## src/rtl/core/ltu8_pkg.sv

```systemverilog
`default_nettype none

package ltu8_pkg;

  typedef logic [7:0] byte_t;

  localparam int unsigned MaxResults = 6;
  localparam int unsigned CntW       = 3;
  localparam int unsigned PaddrW     = 3;
  localparam int unsigned ApbDataW   = 32;

  localparam logic [PaddrW-1:0] RegEncodingAddr = 3'd0;

  typedef enum logic [2:0] {
    SRC_UTF8      = 3'd0,
    SRC_UTF8_BOM  = 3'd1,
    SRC_UTF16_LE  = 3'd2,
    SRC_UTF16_BE  = 3'd3,
    SRC_CP1252    = 3'd4,
    SRC_ISO8859_1 = 3'd5
  } encoding_e;

  // one code point as 1..4 UTF-8 bytes, bytes[0] goes out first
  typedef struct packed {
    logic [2:0]       len;
    logic [3:0][7:0]  bytes;
  } utf8_seq_t;

  function automatic utf8_seq_t cp_to_utf8(input logic [20:0] cp);
    utf8_seq_t s;
    s.bytes = '0;
    if (cp < 21'h80) begin
      s.len      = 3'd1;
      s.bytes[0] = cp[7:0];
    end else if (cp < 21'h800) begin
      s.len      = 3'd2;
      s.bytes[0] = {3'b110, cp[10:6]};
      s.bytes[1] = {2'b10, cp[5:0]};
    end else if (cp < 21'h10000) begin
      s.len      = 3'd3;
      s.bytes[0] = {4'b1110, cp[15:12]};
      s.bytes[1] = {2'b10, cp[11:6]};
      s.bytes[2] = {2'b10, cp[5:0]};
    end else begin
      s.len      = 3'd4;
      s.bytes[0] = {5'b11110, cp[20:18]};
      s.bytes[1] = {2'b10, cp[17:12]};
      s.bytes[2] = {2'b10, cp[11:6]};
      s.bytes[3] = {2'b10, cp[5:0]};
    end
    return s;
  endfunction

  // Windows-1252 code points for bytes 0x80..0x9F
  function automatic logic [15:0] win1252_map(input logic [4:0] idx);
    logic [15:0] cp;
    unique case (idx)
      5'd0:  cp = 16'h20AC;
      5'd1:  cp = 16'h0081;
      5'd2:  cp = 16'h201A;
      5'd3:  cp = 16'h0192;
      5'd4:  cp = 16'h201E;
      5'd5:  cp = 16'h2026;
      5'd6:  cp = 16'h2020;
      5'd7:  cp = 16'h2021;
      5'd8:  cp = 16'h02C6;
      5'd9:  cp = 16'h2030;
      5'd10: cp = 16'h0160;
      5'd11: cp = 16'h2039;
      5'd12: cp = 16'h0152;
      5'd13: cp = 16'h008D;
      5'd14: cp = 16'h017D;
      5'd15: cp = 16'h008F;
      5'd16: cp = 16'h0090;
      5'd17: cp = 16'h2018;
      5'd18: cp = 16'h2019;
      5'd19: cp = 16'h201C;
      5'd20: cp = 16'h201D;
      5'd21: cp = 16'h2022;
      5'd22: cp = 16'h2013;
      5'd23: cp = 16'h2014;
      5'd24: cp = 16'h02DC;
      5'd25: cp = 16'h2122;
      5'd26: cp = 16'h0161;
      5'd27: cp = 16'h203A;
      5'd28: cp = 16'h0153;
      5'd29: cp = 16'h009D;
      5'd30: cp = 16'h017E;
      5'd31: cp = 16'h0178;
      default: cp = 16'h0000;
    endcase
    return cp;
  endfunction

endpackage

`default_nettype wire

```

## src/rtl/core/ltu8_in_if.sv

```systemverilog
`default_nettype none

interface ltu8_in_if;
  logic                 valid;
  logic                 ready;
  ltu8_pkg::byte_t      in_byte;
  logic                 first_of_file;
  logic                 last_of_file;

  modport source (output valid, output in_byte, output first_of_file,
                  output last_of_file, input ready);
  modport sink   (input valid, input in_byte, input first_of_file,
                  input last_of_file, output ready);
endinterface

`default_nettype wire

```

## src/rtl/core/ltu8_out_if.sv

```systemverilog
`default_nettype none

interface ltu8_out_if;
  logic                 valid;
  logic                 ready;
  ltu8_pkg::byte_t      out_byte;
  logic                 out_last;

  modport source (output valid, output out_byte, output out_last, input ready);
  modport sink   (input valid, input out_byte, input out_last, output ready);
endinterface

`default_nettype wire

```

## src/rtl/core/legacy_text_to_utf8_transcoder.sv

```systemverilog
`default_nettype none

// channel | dir | payload                              | handshake
// in_i    | in  | in_byte[8], first_of_file, last_of_file | valid/ready
// out_o   | out | out_byte[8], out_last                | valid/ready
// apb     | in  | encoding[2:0] at byte address 0      | psel/penable, pready=1
//
// An input byte is registered, decoded combinationally and its 0..6 UTF-8 bytes
// land in a result buffer that drains one byte per cycle while out_o is ready.
// The one-byte output port sets the pace; a new item loads into the buffer in
// the cycle the previous last byte leaves.
// Reset clears the encoding register and all per-file state; no clearing pass.
// A stalled output holds the buffer and the input register backs up behind it.

module legacy_text_to_utf8_transcoder (
  input  wire logic                          clk_i,
  input  wire logic                          rst_ni,
  ltu8_in_if.sink                            in_i,
  ltu8_out_if.source                         out_o,
  input  wire logic                          psel,
  input  wire logic                          penable,
  input  wire logic                          pwrite,
  input  wire logic [ltu8_pkg::PaddrW-1:0]   paddr,
  input  wire logic [ltu8_pkg::ApbDataW-1:0] pwdata,
  output logic      [ltu8_pkg::ApbDataW-1:0] prdata,
  output logic                               pready
);

  // configuration
  logic [2:0] enc_q;

  assign pready = 1'b1;

  always_ff @(posedge clk_i or negedge rst_ni) begin
    if (!rst_ni) begin
      enc_q <= ltu8_pkg::SRC_UTF8;
    end else if (psel && penable && pwrite && paddr == ltu8_pkg::RegEncodingAddr) begin
      enc_q <= pwdata[2:0];
    end
  end

  always_comb begin
    prdata = '0;
    if (paddr == ltu8_pkg::RegEncodingAddr) begin
      prdata[2:0] = enc_q;
    end
  end

  // input register
  logic                 iv_q;
  ltu8_pkg::byte_t      ib_q;
  logic                 ifirst_q;
  logic                 ilast_q;
  logic                 consume;

  assign in_i.ready = !iv_q || consume;

  always_ff @(posedge clk_i or negedge rst_ni) begin
    if (!rst_ni) begin
      iv_q <= 1'b0;
    end else if (in_i.ready) begin
      iv_q <= in_i.valid;
    end
  end

  always_ff @(posedge clk_i) begin
    if (in_i.valid && in_i.ready) begin
      ib_q     <= in_i.in_byte;
      ifirst_q <= in_i.first_of_file;
      ilast_q  <= in_i.last_of_file;
    end
  end

  // per-file state
  logic [1:0][7:0] hold_q, hold_d;
  logic [1:0]      sc_q, sc_d;
  logic [7:0]      hu_q, hu_d;
  logic            hv_q, hv_d;
  logic [9:0]      ph_q, ph_d;
  logic            pv_q, pv_d;

  // decode
  logic [1:0][7:0] hold;
  logic [1:0]      sc;
  logic [7:0]      hu;
  logic            hv;
  logic [9:0]      ph;
  logic            pv;
  logic [15:0]     c16;
  logic            is_high, is_low;
  logic [2:0][7:0] raw;
  logic [1:0]      raw_len;
  logic            use_cp;
  logic            a_v, b_v;
  logic [20:0]     a_cp, b_cp;
  ltu8_pkg::utf8_seq_t seq_a, seq_b;
  logic [2:0]      len_a, len_b;
  logic [ltu8_pkg::MaxResults-1:0][7:0] res;
  logic [ltu8_pkg::CntW-1:0] res_len;

  always_comb begin
    hold = ifirst_q ? '0 : hold_q;
    sc   = ifirst_q ? 2'd0 : sc_q;
    hu   = ifirst_q ? 8'd0 : hu_q;
    hv   = ifirst_q ? 1'b0 : hv_q;
    ph   = ifirst_q ? 10'd0 : ph_q;
    pv   = ifirst_q ? 1'b0 : pv_q;

    hold_d = hold;
    sc_d   = sc;
    hu_d   = hu;
    hv_d   = hv;
    ph_d   = ph;
    pv_d   = pv;

    raw     = '0;
    raw_len = 2'd0;
    use_cp  = 1'b0;
    a_v     = 1'b0;
    a_cp    = '0;
    b_v     = 1'b0;
    b_cp    = '0;

    c16     = (enc_q == ltu8_pkg::SRC_UTF16_LE) ? {ib_q, hu} : {hu, ib_q};
    is_high = (c16[15:10] == 6'b110110);
    is_low  = (c16[15:10] == 6'b110111);

    case (enc_q) inside
      ltu8_pkg::SRC_UTF8_BOM: begin
        if (sc[1] == 1'b0) begin
          if (ilast_q) begin
            if (sc[0]) begin
              raw[0]  = hold[0];
              raw[1]  = ib_q;
              raw_len = 2'd2;
            end else begin
              raw[0]  = ib_q;
              raw_len = 2'd1;
            end
          end else begin
            hold_d[sc[0]] = ib_q;
            sc_d          = sc + 2'd1;
          end
        end else if (sc == 2'd2) begin
          // drop the mark EF BB BF, else release the held bytes
          if (!(hold[0] == 8'hEF && hold[1] == 8'hBB && ib_q == 8'hBF)) begin
            raw[0]  = hold[0];
            raw[1]  = hold[1];
            raw[2]  = ib_q;
            raw_len = 2'd3;
          end
          sc_d = 2'd3;
        end else begin
          raw[0]  = ib_q;
          raw_len = 2'd1;
        end
      end
      ltu8_pkg::SRC_UTF16_LE, ltu8_pkg::SRC_UTF16_BE: begin
        use_cp = 1'b1;
        if (!hv) begin
          if (!ilast_q) begin
            hu_d = ib_q;
            hv_d = 1'b1;
          end
        end else begin
          hv_d = 1'b0;
          hu_d = 8'd0;
          sc_d = 2'd3;
          if (!(sc != 2'd3 && c16 == 16'hFEFF)) begin
            if (pv && is_low) begin
              a_v  = 1'b1;
              a_cp = 21'h10000 + {1'b0, ph, c16[9:0]};
              pv_d = 1'b0;
              ph_d = 10'd0;
            end else begin
              if (pv) begin
                // lone high surrogate goes out as is
                a_v  = 1'b1;
                a_cp = {5'd0, 6'b110110, ph};
                pv_d = 1'b0;
                ph_d = 10'd0;
              end
              if (is_high) begin
                pv_d = 1'b1;
                ph_d = c16[9:0];
              end else if (pv) begin
                b_v  = 1'b1;
                b_cp = {5'd0, c16};
              end else begin
                a_v  = 1'b1;
                a_cp = {5'd0, c16};
              end
            end
          end
        end
        if (ilast_q && pv_d) begin
          b_v  = 1'b1;
          b_cp = {5'd0, 6'b110110, ph_d};
        end
      end
      ltu8_pkg::SRC_CP1252, ltu8_pkg::SRC_ISO8859_1: begin
        use_cp = 1'b1;
        a_v    = 1'b1;
        if (enc_q == ltu8_pkg::SRC_CP1252 && ib_q[7:5] == 3'b100) begin
          a_cp = {5'd0, ltu8_pkg::win1252_map(ib_q[4:0])};
        end else begin
          a_cp = {13'd0, ib_q};
        end
      end
      default: begin
        raw[0]  = ib_q;
        raw_len = 2'd1;
      end
    endcase

    if (ilast_q) begin
      hold_d = '0;
      sc_d   = 2'd0;
      hu_d   = 8'd0;
      hv_d   = 1'b0;
      ph_d   = 10'd0;
      pv_d   = 1'b0;
    end
  end

  assign seq_a = ltu8_pkg::cp_to_utf8(a_cp);
  assign seq_b = ltu8_pkg::cp_to_utf8(b_cp);
  assign len_a = a_v ? seq_a.len : 3'd0;
  assign len_b = b_v ? seq_b.len : 3'd0;

  // pack the two code points back to back
  always_comb begin
    logic [2:0] j;
    j   = '0;
    res = '0;
    for (int i = 0; i < ltu8_pkg::MaxResults; i++) begin
      if (use_cp) begin
        if (3'(i) < len_a) begin
          res[i] = seq_a.bytes[i[1:0]];
        end else begin
          j = 3'(i) - len_a;
          if (j < len_b) begin
            res[i] = seq_b.bytes[j[1:0]];
          end
        end
      end else if (i < 3) begin
        res[i] = raw[i];
      end
    end
    res_len = use_cp ? (len_a + len_b) : {1'b0, raw_len};
  end

  // result buffer
  logic [ltu8_pkg::MaxResults-1:0][7:0] obuf_q;
  logic [ltu8_pkg::CntW-1:0]            cnt_q;
  logic [ltu8_pkg::CntW-1:0]            idx_q;
  logic                                 take_last;
  logic                                 obuf_open;

  assign out_o.valid    = (cnt_q != '0);
  assign out_o.out_byte = obuf_q[idx_q];
  assign out_o.out_last = (idx_q == cnt_q - 3'd1);
  assign take_last      = out_o.valid && out_o.ready && out_o.out_last;
  assign obuf_open      = (cnt_q == '0) || take_last;
  assign consume        = iv_q && obuf_open;

  always_ff @(posedge clk_i or negedge rst_ni) begin
    if (!rst_ni) begin
      cnt_q  <= '0;
      idx_q  <= '0;
      hold_q <= '0;
      sc_q   <= 2'd0;
      hu_q   <= 8'd0;
      hv_q   <= 1'b0;
      ph_q   <= 10'd0;
      pv_q   <= 1'b0;
    end else begin
      if (consume) begin
        cnt_q  <= res_len;
        idx_q  <= '0;
        hold_q <= hold_d;
        sc_q   <= sc_d;
        hu_q   <= hu_d;
        hv_q   <= hv_d;
        ph_q   <= ph_d;
        pv_q   <= pv_d;
      end else if (take_last) begin
        cnt_q <= '0;
        idx_q <= '0;
      end else if (out_o.valid && out_o.ready) begin
        idx_q <= idx_q + 3'd1;
      end
    end
  end

  always_ff @(posedge clk_i) begin
    if (consume) begin
      obuf_q <= res;
    end
  end

  // checks
  a_idx_in_range: assert property (@(posedge clk_i) disable iff (!rst_ni)
    out_o.valid |-> idx_q < cnt_q)
    else $error("result index past item length");

  a_stall_only_when_held: assert property (@(posedge clk_i) disable iff (!rst_ni)
    !in_i.ready |-> iv_q && !obuf_open)
    else $error("input stalled with nothing held");

  a_result_shows: assert property (@(posedge clk_i) disable iff (!rst_ni)
    consume && res_len != '0 |=> out_o.valid && idx_q == '0)
    else $error("decoded item did not reach the output");

  a_max_len: assert property (@(posedge clk_i) disable iff (!rst_ni)
    consume |-> res_len <= 3'(ltu8_pkg::MaxResults))
    else $error("item longer than the result buffer");

endmodule

`default_nettype wire
```

## src/flat_wrapper.sv

```systemverilog
// flat-port wrapper written by rule: the top's interface ports become plain ports
module legacy_text_to_utf8_transcoder_flat 
  (clk_i, rst_ni, psel, penable, pwrite, paddr, pwdata, prdata, pready, in_i_valid, in_i_in_byte, in_i_first_of_file, in_i_last_of_file, in_i_ready, out_o_valid, out_o_out_byte, out_o_out_last, out_o_ready);
  ltu8_in_if in_i_i ();
  ltu8_out_if out_o_i ();
  input  wire logic clk_i;
  input  wire logic rst_ni;
  input  wire logic psel;
  input  wire logic penable;
  input  wire logic pwrite;
  input  wire logic [ltu8_pkg::PaddrW-1:0] paddr;
  input  wire logic [ltu8_pkg::ApbDataW-1:0] pwdata;
  output logic      [ltu8_pkg::ApbDataW-1:0] prdata;
  output logic pready;
  input wire logic [$bits(in_i_i.valid)-1:0] in_i_valid;
  input wire logic [$bits(in_i_i.in_byte)-1:0] in_i_in_byte;
  input wire logic [$bits(in_i_i.first_of_file)-1:0] in_i_first_of_file;
  input wire logic [$bits(in_i_i.last_of_file)-1:0] in_i_last_of_file;
  output wire logic [$bits(in_i_i.ready)-1:0] in_i_ready;
  output wire logic [$bits(out_o_i.valid)-1:0] out_o_valid;
  output wire logic [$bits(out_o_i.out_byte)-1:0] out_o_out_byte;
  output wire logic [$bits(out_o_i.out_last)-1:0] out_o_out_last;
  input wire logic [$bits(out_o_i.ready)-1:0] out_o_ready;
  assign in_i_i.valid = in_i_valid;
  assign in_i_i.in_byte = in_i_in_byte;
  assign in_i_i.first_of_file = in_i_first_of_file;
  assign in_i_i.last_of_file = in_i_last_of_file;
  assign in_i_ready = in_i_i.ready;
  assign out_o_valid = out_o_i.valid;
  assign out_o_out_byte = out_o_i.out_byte;
  assign out_o_out_last = out_o_i.out_last;
  assign out_o_i.ready = out_o_ready;
  legacy_text_to_utf8_transcoder u_core (.clk_i(clk_i), .rst_ni(rst_ni), .in_i(in_i_i), .out_o(out_o_i), .psel(psel), .penable(penable), .pwrite(pwrite), .paddr(paddr), .pwdata(pwdata), .prdata(prdata), .pready(pready));
endmodule
```

## config.mk

```make
export PLATFORM = sky130hd
export DESIGN_NAME = legacy_text_to_utf8_transcoder_flat
export DESIGN_NICKNAME = d
export VERILOG_FILES = /design/src/rtl/core/ltu8_pkg.sv /design/src/rtl/core/ltu8_in_if.sv /design/src/rtl/core/ltu8_out_if.sv /design/src/rtl/core/legacy_text_to_utf8_transcoder.sv /design/src/flat_wrapper.sv
export SDC_FILE = /design/constraint.sdc
export NUM_CORES = 1
export LEC_CHECK = 0
export BUFFER_PORTS_ARGS = -buffer_cell sky130_fd_sc_hd__buf_4
export CELL_PAD_IN_SITES_DETAIL_PLACEMENT = 1
export CELL_PAD_IN_SITES_GLOBAL_PLACEMENT = 1
export CORE_MARGIN = 5
export CORE_UTILIZATION = 46
export CTS_CLUSTER_DIAMETER = 100
export CTS_CLUSTER_SIZE = 40
export DETAILED_ROUTE_END_ITERATION = 10
export PLACE_DENSITY_LB_ADDON = 0.3
export SYNTH_ARGS = -nofsm -noshare
export SYNTH_HDL_FRONTEND = slang
export SYNTH_SLANG_ARGS = --single-unit
```

## constraint.sdc

```tcl
create_clock -name clk_i -period 6.8 [get_ports clk_i]
set_clock_uncertainty 0.2 [all_clocks]
set_input_delay 0.68 -clock clk_i [delete_from_list [all_inputs] [get_ports clk_i]]
set_output_delay 0.68 -clock clk_i [all_outputs]
set_load 0.03 [all_outputs]
```

Word-level counts from Yosys, hierarchy flattened
Memory sizes are Yosys's and may differ from the RTL's. A register that Yosys moved wholly into a read port is not among the register bits. Cells that the tools add are included.

ROM bits: 352. Output and inout port bits: 44. Memories: 1. Bits in registers: 106.

Memories: (no name shown) (words 32, bits a word 11, read ports 1, clocked after Yosys merged registers in 1, write ports 0, RTL line ltu8_pkg.sv:57) `unique case (idx)`.

Add/subtract/negate cells: 11. Equal/unequal tests: 15. Mux-type cells: 160. Reductions and logical operators: 24. $lt $le $gt $ge: 27.

Operator list (count): 8-bit two-way mux (39); 21-bit two-way mux (14); 16-bit two-way mux (17); 24-bit two-way mux (6); 8-bit binary-select mux with 2-bit select (6); 10-bit two-way mux (9); 3-bit two-way mux (15); 22-bit two-way mux (2); 21-bit by 12-bit less-than comparator with 1-bit output (second input constant) (2); 21-bit by 17-bit less-than comparator with 1-bit output (second input constant) (2); 21-bit by 8-bit less-than comparator with 1-bit output (second input constant) (2); 1-bit two-way mux (36); 8-bit binary-select mux with 3-bit select (1); 8-bit == test (second input constant) (3); 2-bit two-way mux (12); 17-bit by 20-bit adder with 21-bit output (first input constant) (1); 2-bit by 3-bit less-than comparator with 1-bit output (second input constant) (6); 3-bit less-than comparator (6); 16-bit bitwise mux (1); 16-bit == test (second input constant) (1); 1-bit logical AND (14); 6-bit == test (second input constant) (2); 3-bit == test (second input constant) (3); 8-bit demux with 1-bit select (1); 25 further kinds (36).

Logic depth before layout (Yosys ltp)
Gate-level depths: netlist of run 1.

Depth after elaboration: 22. Mapped depth: 23. Gate-level depth less buffers: 19.

Worst setup path after synthesis of run 1
No wires, ideal clock.

Path type: reg2reg. Start point: register u_core.ifirst_q. End point: register u_core.obuf_q[16] (netlist bit) (data pin). Setup time: 169 ps. Arrival time: 4604 ps. Required time: 6431 ps. Cell stages (with the launch flop): 24. Setup slack: 1827 ps. Cell sequence: edfxtp_1 -> buf_2 -> buf_2 -> buf_2 -> nand2b_1 -> inv_1 -> ha_1 -> nand4bb_1 -> o21ai_0 -> nand3_1 -> a21o_1 -> a221oi_1 -> o21a_1 -> nand2_1 -> nand2_1 -> inv_1 -> ha_1 -> clkbuf_1 -> inv_1 -> clkbuf_1 -> ha_1 -> nor2b_1 -> or4_1 -> o31ai_1.

RTL lines: start, declared (RTL line legacy_text_to_utf8_transcoder.sv:52) `logic ifirst_q;`; start signal, assigned (RTL line legacy_text_to_utf8_transcoder.sv:69) `ifirst_q <= in_i.first_of_file;`; end signal, assigned (RTL line legacy_text_to_utf8_transcoder.sv:298) `obuf_q <= res;`; end, declared (RTL line legacy_text_to_utf8_transcoder.sv:254) `logic [ltu8_pkg::MaxResults-1:0][7:0] obuf_q;`.

==> results of run 1 <==
flip-flops by register name, summed over array words and instances, names as in the netlist, 2 cells and up, named ones only:
| name | cells |
|---|---|
| u_core.cnt_q | 3 |
| u_core.enc_q | 3 |
| u_core.hu_q | 8 |
| u_core.ph_q | 10 |
| u_core.idx_q | 3 |
| u_core.ib_q | 8 |
| u_core.sc_q | 2 |
| u_core.obuf_q | 48 |
| u_core.hold_q | 16 |
placed cells by master, fill, tap and decap left out, types with 15 or more instances in the layout:
cell,instances
nand2b_1,18
clkbuf_16,17
mux2i_1,19
a22oi_1,24
nor2b_1,15
dfrtp_1,48
nor3_1,23
nor2_1,94
edfxtp_1,58
conb_1,31
ha_1,23
o22ai_1,31
nand2_1,149
o21ai_0,80
buf_4,78
a21oi_1,72
nand3_1,31
a22o_1,16
inv_1,32
cell type report:
| type | instances | area, um^2 | area share, % |
|---|---|---|---|
| clock buffer | 18 | 429 | 4.10 |
| clock inverter | 14 | 155 | 1.48 |
| inverter | 35 | 131 | 1.26 |
| multi-input combinational | 906 | 5660 | 54.1 |
| sequential | 117 | 3160 | 30.2 |
| tap | 270 | 338 | 3.23 |
| timing repair buffer | 78 | 586 | 5.60 |
cells in the mapped netlist, drive strengths merged, types with 9 or more instances:
cell type,count,area (um^2)
buf,46,307
a211oi,12,90.1
o21ai,96,495
a21oi,76,399
o31ai,11,82.6
mux2,11,124
clkbuf,62,234
o22ai,31,194
nor2,94,353
ha,23,288
edfxtp,58,1740
dfxtp,11,220
o211ai,11,82.6
a221oi,13,114
xnor2,10,87.6
and2,14,90.1
nor4,14,109
nand3,31,155
a22o,16,140
inv,35,131
nor3,23,115
nand2,149,559
nand4,11,68.8
a32oi,10,87.6
and3,9,56.3
dfrtp,48,1200
a31oi,10,62.6
nand2b,18,113
a22oi,24,180
nor2b,15,93.8
mux2i,20,213
stage by stage:
step                setup WS (ps)  hold WS (ps)  utilization (%)  total power [mW]  std cells
floorplan                    1830           184                -              2.33       1166
global placement             1190           273             49.0              2.86       1406
detailed placement           1070           311             49.0              2.91       1406
CTS                           979           120             51.9              3.82       1438
global route                  569           147             51.9              4.03       1438
finish                        859           103             51.9              3.85       1438
cell families after synthesis:
group                    count (synthesis)  synth area share [%]
AO/OA/AOI/OAI                          389                  28.0
XOR/XNOR                                11                  1.03
adder cells (fa/ha/maj)                 24                  3.28
buffers and inverters                  143                  7.16
flip-flops                             117                  33.7
multiplexers                            39                  5.51
other                                    2                0.0801
AND/OR/NAND/NOR                        412                  21.2
power groups by stage:
stage	Combinational, mW	Clock (mW)	Sequential [mW]
2_1_floorplan	1.23	0	1.10
3_5_place_dp	1.72	0	1.19
6_report	1.76	0.907	1.18
4_1_cts	1.73	0.912	1.17
3_3_place_gp	1.69	0	1.17
5_1_grt	1.88	0.953	1.20
path summary, 6_finish.rpt:
| path | startpoint | to | slack, ps | cells past startpoint |
|---|---|---|---|---|
| max reg2reg | u_core.ib_q[5] | u_core.obuf_q[3] | 860 | 16 |
| min | rst_ni | u_core.hv_q | 100 | 1 |
| min reg2reg | u_core.cnt_q[1] | u_core.cnt_q[1] | 310 | 2 |
| min in group clk_i | in_i_in_byte[7] | u_core.ib_q[7] | 220 | 1 |
| max in group asynchronous | rst_ni | u_core.idx_q[2] | 5810 | 1 |
| max | u_core.ib_q[5] | u_core.obuf_q[3] | 860 | 16 |
worst reg2reg max path, cell delays in order, from the launching register on:
cell      delay (ps)
edfxtp_1         880
nand4b_1         280
nor4_1           420
o22ai_1          330
o21ai_1          550
nor3_1           200
a211o_1          410
inv_2            290
nor2_1           170
a211oi_1         410
ha_1             250
inv_1             40
a21oi_1          300
nand2_1          130
nor2_1           380
a31oi_1          220
a32oi_1          290
per-layer routing:
metal  vias to the layer above  track usage, %  part of all wire, %
li1                       4244               -                    -
met1                      4801            43.9                   41
met2                       535            53.0                   46
met3                       126            6.39                  8.4
met4                         2            15.7                  4.9
met5                         -               0                0.050
==> results.ini, run 1 <==
[clock_network]
ctsResizeCount = 0
clk_pin_slew_worst_paths_ps = 60
clock-sinks = 117
cts_setup_buffers = 0
ctsLongestPathBuffers = 2
cts_buffers = 17
cts_root_buf = clkbuf_16
clock_latency_ps = 430
h-tree-depth = 4
cts_hold_buf = 0
tritoncts = done

[critical_path]
cp-start-kind = flop
path_buf_inv = 2
crit_path_end_kind = flop
cp.required_ps = 6850
crit_path_max_incr_delay_ps = 880
worstPathArrival_ps = 5990
path_max_fanout = 15
cpMostUsedCell = nor2_1
cp_cell_sequence = nand4b_1, nor4_1, o22ai_1, o21ai_1, nor3_1, a211o_1, inv_2, nor2_1, a211oi_1, ha_1, inv_1, a21oi_1, nand2_1, nor2_1, a31oi_1, a32oi_1
crit_family = compound AO/OA/AOI/OAI gates
crit_type = flop to flop
cp_slowest_cell = edfxtp_1

[pwr]
switching_share_pct = 44.5
power_density_nw_per_um2 = 368
leakage_nw = 4.03
p_int_mw = 2.13
max-vdd-ir-drop_mv = 0.210
netSwitchingPower_mw = 1.71
pwr-share-seq_pct = 30.6
pwr-share-comb_pct = 45.8
clockPowerShare_pct = 23.6

[placed_design]
postPlaceCellArea_um2 = 9880
io_buffers = 36
dpl.hpwl_mm = 29.6
globalplace.congestion = 1.04

[yosys]
ys_types = 87
ys_seq_area_share_pct = 33.7
synth_ff_type = edfxtp_1
yosysWarnings = 0
syn_area_per_cell_um2 = 8.25
async_reset_ff_share_pct = 41.0
synth-edff-count = 58
syn_inst = 1137
ys_seq_elements = 117
syn-cell-area_um2 = 9380

[route]
drtPass1Iterations = 5
post_drt_wl_per_cell_um = 27.7
vias = 9708
totalWireLength_mm = 39.8
drt-initial-drc-count = 1132
drtAntennaViolNets = 0
drcViolationCount = 0
viasPerCell = 6.75

[timing]
slew_headroom_pct = 24.4
rsz0062_at_grt = no
maxSlewViolCount = 0
tightest_slew_ps = 1120
fin_tns_setup_ps = 0
max_freq_ghz = 0.168
fin_crit_ps = 5940
hold_viol = 0
fin_crit_sh_pct = 87.4
setup_viol = 0

[floorplanning]
die_h_um = 153
die_area_um2 = 23300
die_x_um = 153
core_area_um2 = 20200
io_pins = 96
rows = 52
start_util_pct = 46.5

[cells_and_area]
area_growth_pct = 11.6
drive_gt1_share_pct = 13.2
n_fill_cell = 2420
fin_nets = 1231
antennaDiodeCount = 0
fin_area_um2 = 10500

[run]
maxCapViolations = 0

[global_route]
grt_pass1_vias = 9796
grt_antenna_before_repair = 2
grt_usage_pct = 33.3
overflow = 0
grt_max_degree = 55
grt_pass1_wl_mm = 60.4

[worst_hold_path]
holdCritPathClass = input port to asynchronous set/reset pin

[outcome]
status = finished clean

(Power assumes the default switching activity.)
==> run 2, diff against run 1 <==
Settings changed: BUFFER_PORTS_ARGS -buffer_cell sky130_fd_sc_hd__buf_4 to default, CORE_UTILIZATION 46 to 49, DONT_BUFFER_PORTS from default to 1.
==> results.ini, run 2 (synthesis gave the netlist of run 1 again) <==
[outcome]
status = finished clean  ; unchanged

[critical_path]
worstPathArrival_ps = 6030  ; was 5990 ps
crit_path_end_kind = flop  ; unchanged
crit_path_max_incr_delay_ps = 640  ; was 880 ps
cp_cell_sequence = or3b_1, nor4_4, o22ai_1, o21ai_1, nor3_1, a211o_1, inv_2, nor2_1, a211oi_1, ha_1, inv_1, a21oi_1, nand2_1, nor2_1, a31oi_1, a32oi_1  ; was nand4b_1, nor4_1, o22ai_1, o21ai_1, nor3_1, a211o_1, inv_2, nor2_1, a211oi_1, ha_1, inv_1, a21oi_1, nand2_1, nor2_1, a31oi_1, a32oi_1
crit_cells = 16  ; unchanged
path_max_fanout = 14  ; was 15
crit_family = compound AO/OA/AOI/OAI gates  ; unchanged
cp.required_ps = 6820  ; was 6850 ps
cpMostUsedCell = nor2_1  ; unchanged
crit_type = flop to flop  ; unchanged
cp_slowest_cell = or3b_1  ; was edfxtp_1
cp-start-kind = flop  ; unchanged
r2r_cells = 16  ; unchanged
path_buf_inv = 2  ; unchanged

[clock_network]
cts_setup_buffers = 0  ; unchanged
tritoncts = done  ; unchanged
h-tree-depth = 4  ; unchanged
clk_pin_slew_worst_paths_ps = 70  ; was 60 ps
cts_root_buf = clkbuf_16  ; unchanged
clock-sinks = 117  ; unchanged
ctsLongestPathBuffers = 2  ; unchanged
clock_latency_ps = 440  ; was 430 ps
cts_buffers = 17  ; unchanged

[route]
viasPerCell = 7.04  ; was 6.75
drtPass1Iterations = 8  ; was 5
totalWireLength_mm = 38.4  ; was 39.8 mm
post_drt_wl_per_cell_um = 28.1  ; was 27.7 um
drt-initial-drc-count = 1292  ; was 1,132
drcViolationCount = 0  ; unchanged
drtAntennaViolNets = 0  ; unchanged
vias = 9618  ; was 9,708

[cells_and_area]
top_regs = u_core.obuf_q x48, u_core.hold_q x16, u_core.ph_q x10  ; unchanged
drive_gt1_share_pct = 10.4  ; was 13.2%
area_growth_pct = 8.54  ; was 11.6%
fin_nets = 1195  ; was 1,231
largest_reg_flops = 48  ; unchanged
layout_commonest_cell = nand2_1  ; unchanged
n_fill_cell = 2279  ; was 2,420
antennaDiodeCount = 0  ; unchanged
layout_common_cells = 149 x nand2_1, 94 x nor2_1, 80 x o21ai_0  ; unchanged
largest-register = u_core.obuf_q  ; unchanged
register_area_um2 = 3160  ; unchanged
multi_input_area_um2 = 5660  ; unchanged
post-route-util_pct = 54.2  ; was 51.9%

[global_route]
grtUsageMet1_pct = 45.7  ; was 43.9%
grt_pass1_vias = 9563  ; was 9,796
grt_usage_pct = 34.7  ; was 33.3%
grt_busiest_layer = met2  ; unchanged
grt_pass1_wl_mm = 58.4  ; was 60.4 mm
use_met2_pct = 54.9  ; was 53.0%
grtUsageMet3_pct = 8.26  ; was 6.39%
grt_max_degree = 55  ; unchanged
overflow = 0  ; unchanged
grt_antenna_before_repair = 0  ; was 2

[pwr]
switching_share_pct = 45.4  ; was 44.5%
max-vdd-ir-drop_mv = 0.215  ; was 0.210 mV
pwr-share-comb_pct = 44.2  ; was 45.8%
netSwitchingPower_mw = 1.72  ; was 1.71 mW
leakage_nw = 3.86  ; was 4.03 nW
clockPowerShare_pct = 24.7  ; was 23.6%
pwr-share-seq_pct = 31.2  ; was 30.6%
power_density_nw_per_um2 = 372  ; was 368 nW/um^2
p_int_mw = 2.07  ; was 2.13 mW

[placed_design]
globalplace.congestion = 0.970  ; was 1.04
dpl.hpwl_mm = 28.6  ; was 29.6 mm
io_buffers = 0  ; was 36

[floorplanning]
core_area_um2 = 18800  ; was 20,200 um^2
die_area_um2 = 22000  ; was 23,300 um^2
die_x_um = 148  ; was 153 um
rows = 50  ; was 52
die_h_um = 148  ; was 153 um
io_pins = 96  ; unchanged
start_util_pct = 50.0  ; was 46.5%

[run]
maxCapViolations = 0  ; unchanged

[timing]
fin_tns_setup_ps = 0  ; unchanged
fin_crit_sh_pct = 88.4  ; was 87.4%
rsz0062_at_grt = no  ; unchanged
slew_headroom_pct = 22.1  ; was 24.4%
max_freq_ghz = 0.166  ; was 0.168 GHz
hold_viol = 0  ; unchanged
tightest_slew_ps = 1170  ; was 1120 ps
maxSlewViolCount = 0  ; unchanged
fin_crit_ps = 6010  ; was 5940 ps
setup_viol = 0  ; unchanged

[worst_hold_path]
min_delay_path_depth = 0
holdCritPathClass = input port to flop  ; was input port to asynchronous set/reset pin

-- run 2: per-stage QoR --
stage | instance area (um^2) | power [mW] | worst slack [ps] | instances | hold WS, ps
finish | 10200 | 3.78 | 787 | 1366 | 134
global route | 10200 | 3.95 | 477 | 1366 | 118
CTS | 10200 | 3.75 | 968 | 1366 | 126
detailed placement | 9550 | 2.80 | 1030 | 1332 | 185
global placement | 9550 | 2.73 | 1160 | 1332 | 185
floorplan | 9490 | 2.33 | 1830 | 1166 | 184
-- run 2: area by class of cell --
class | count | share of cell area, %
clock inverters | 14 | 1.60
multi-input cells | 906 | 55.6
inverters | 35 | 1.29
repair buffers | 42 | 3.32
well taps | 234 | 2.88
flip-flops and latches | 117 | 31.1
clock buffers | 18 | 4.22
-- run 2: repair_timing --
item | 4_1_cts | 5_1_grt
endpoints found under the hold margin | 48 | 0
gates resized for setup | 0 | 0
hold buffers | 2 | 0
-- run 2: worst paths after layout --
path / start / endpoint / slack [ps]
min in group asynchronous: rst_ni / u_core.hu_q[5] / 560
worst min-delay path: in_i_in_byte[3] / u_core.ib_q[3] / 130
worst max register to register: u_core.enc_q[1] / u_core.obuf_q[3] / 790
worst min register to register: u_core.cnt_q[1] / u_core.cnt_q[1] / 300
worst max-delay path: u_core.enc_q[1] / u_core.obuf_q[3] / 790
max in group asynchronous: rst_ni / u_core.idx_q[1] / 5570
-- run 2: layer usage --
layer  vias to the layer above  part of all wire (%)
li1                       4176                     -
met1                      4730                    40
met2                       587                    45
met3                       125                    10
met4                         0                   4.2
met5                         -                     0
-- run 2: power groups by stage --
stage                     Sequential [mW]  Combinational (mW)  Clock [mW]
after global placement               1.17                1.56           0
after floorplan                      1.10                1.23           0
after global routing                 1.20                1.77       0.980
after detailed placement             1.19                1.61           0
final                                1.18                1.67       0.934
after CTS                            1.17                1.64       0.939
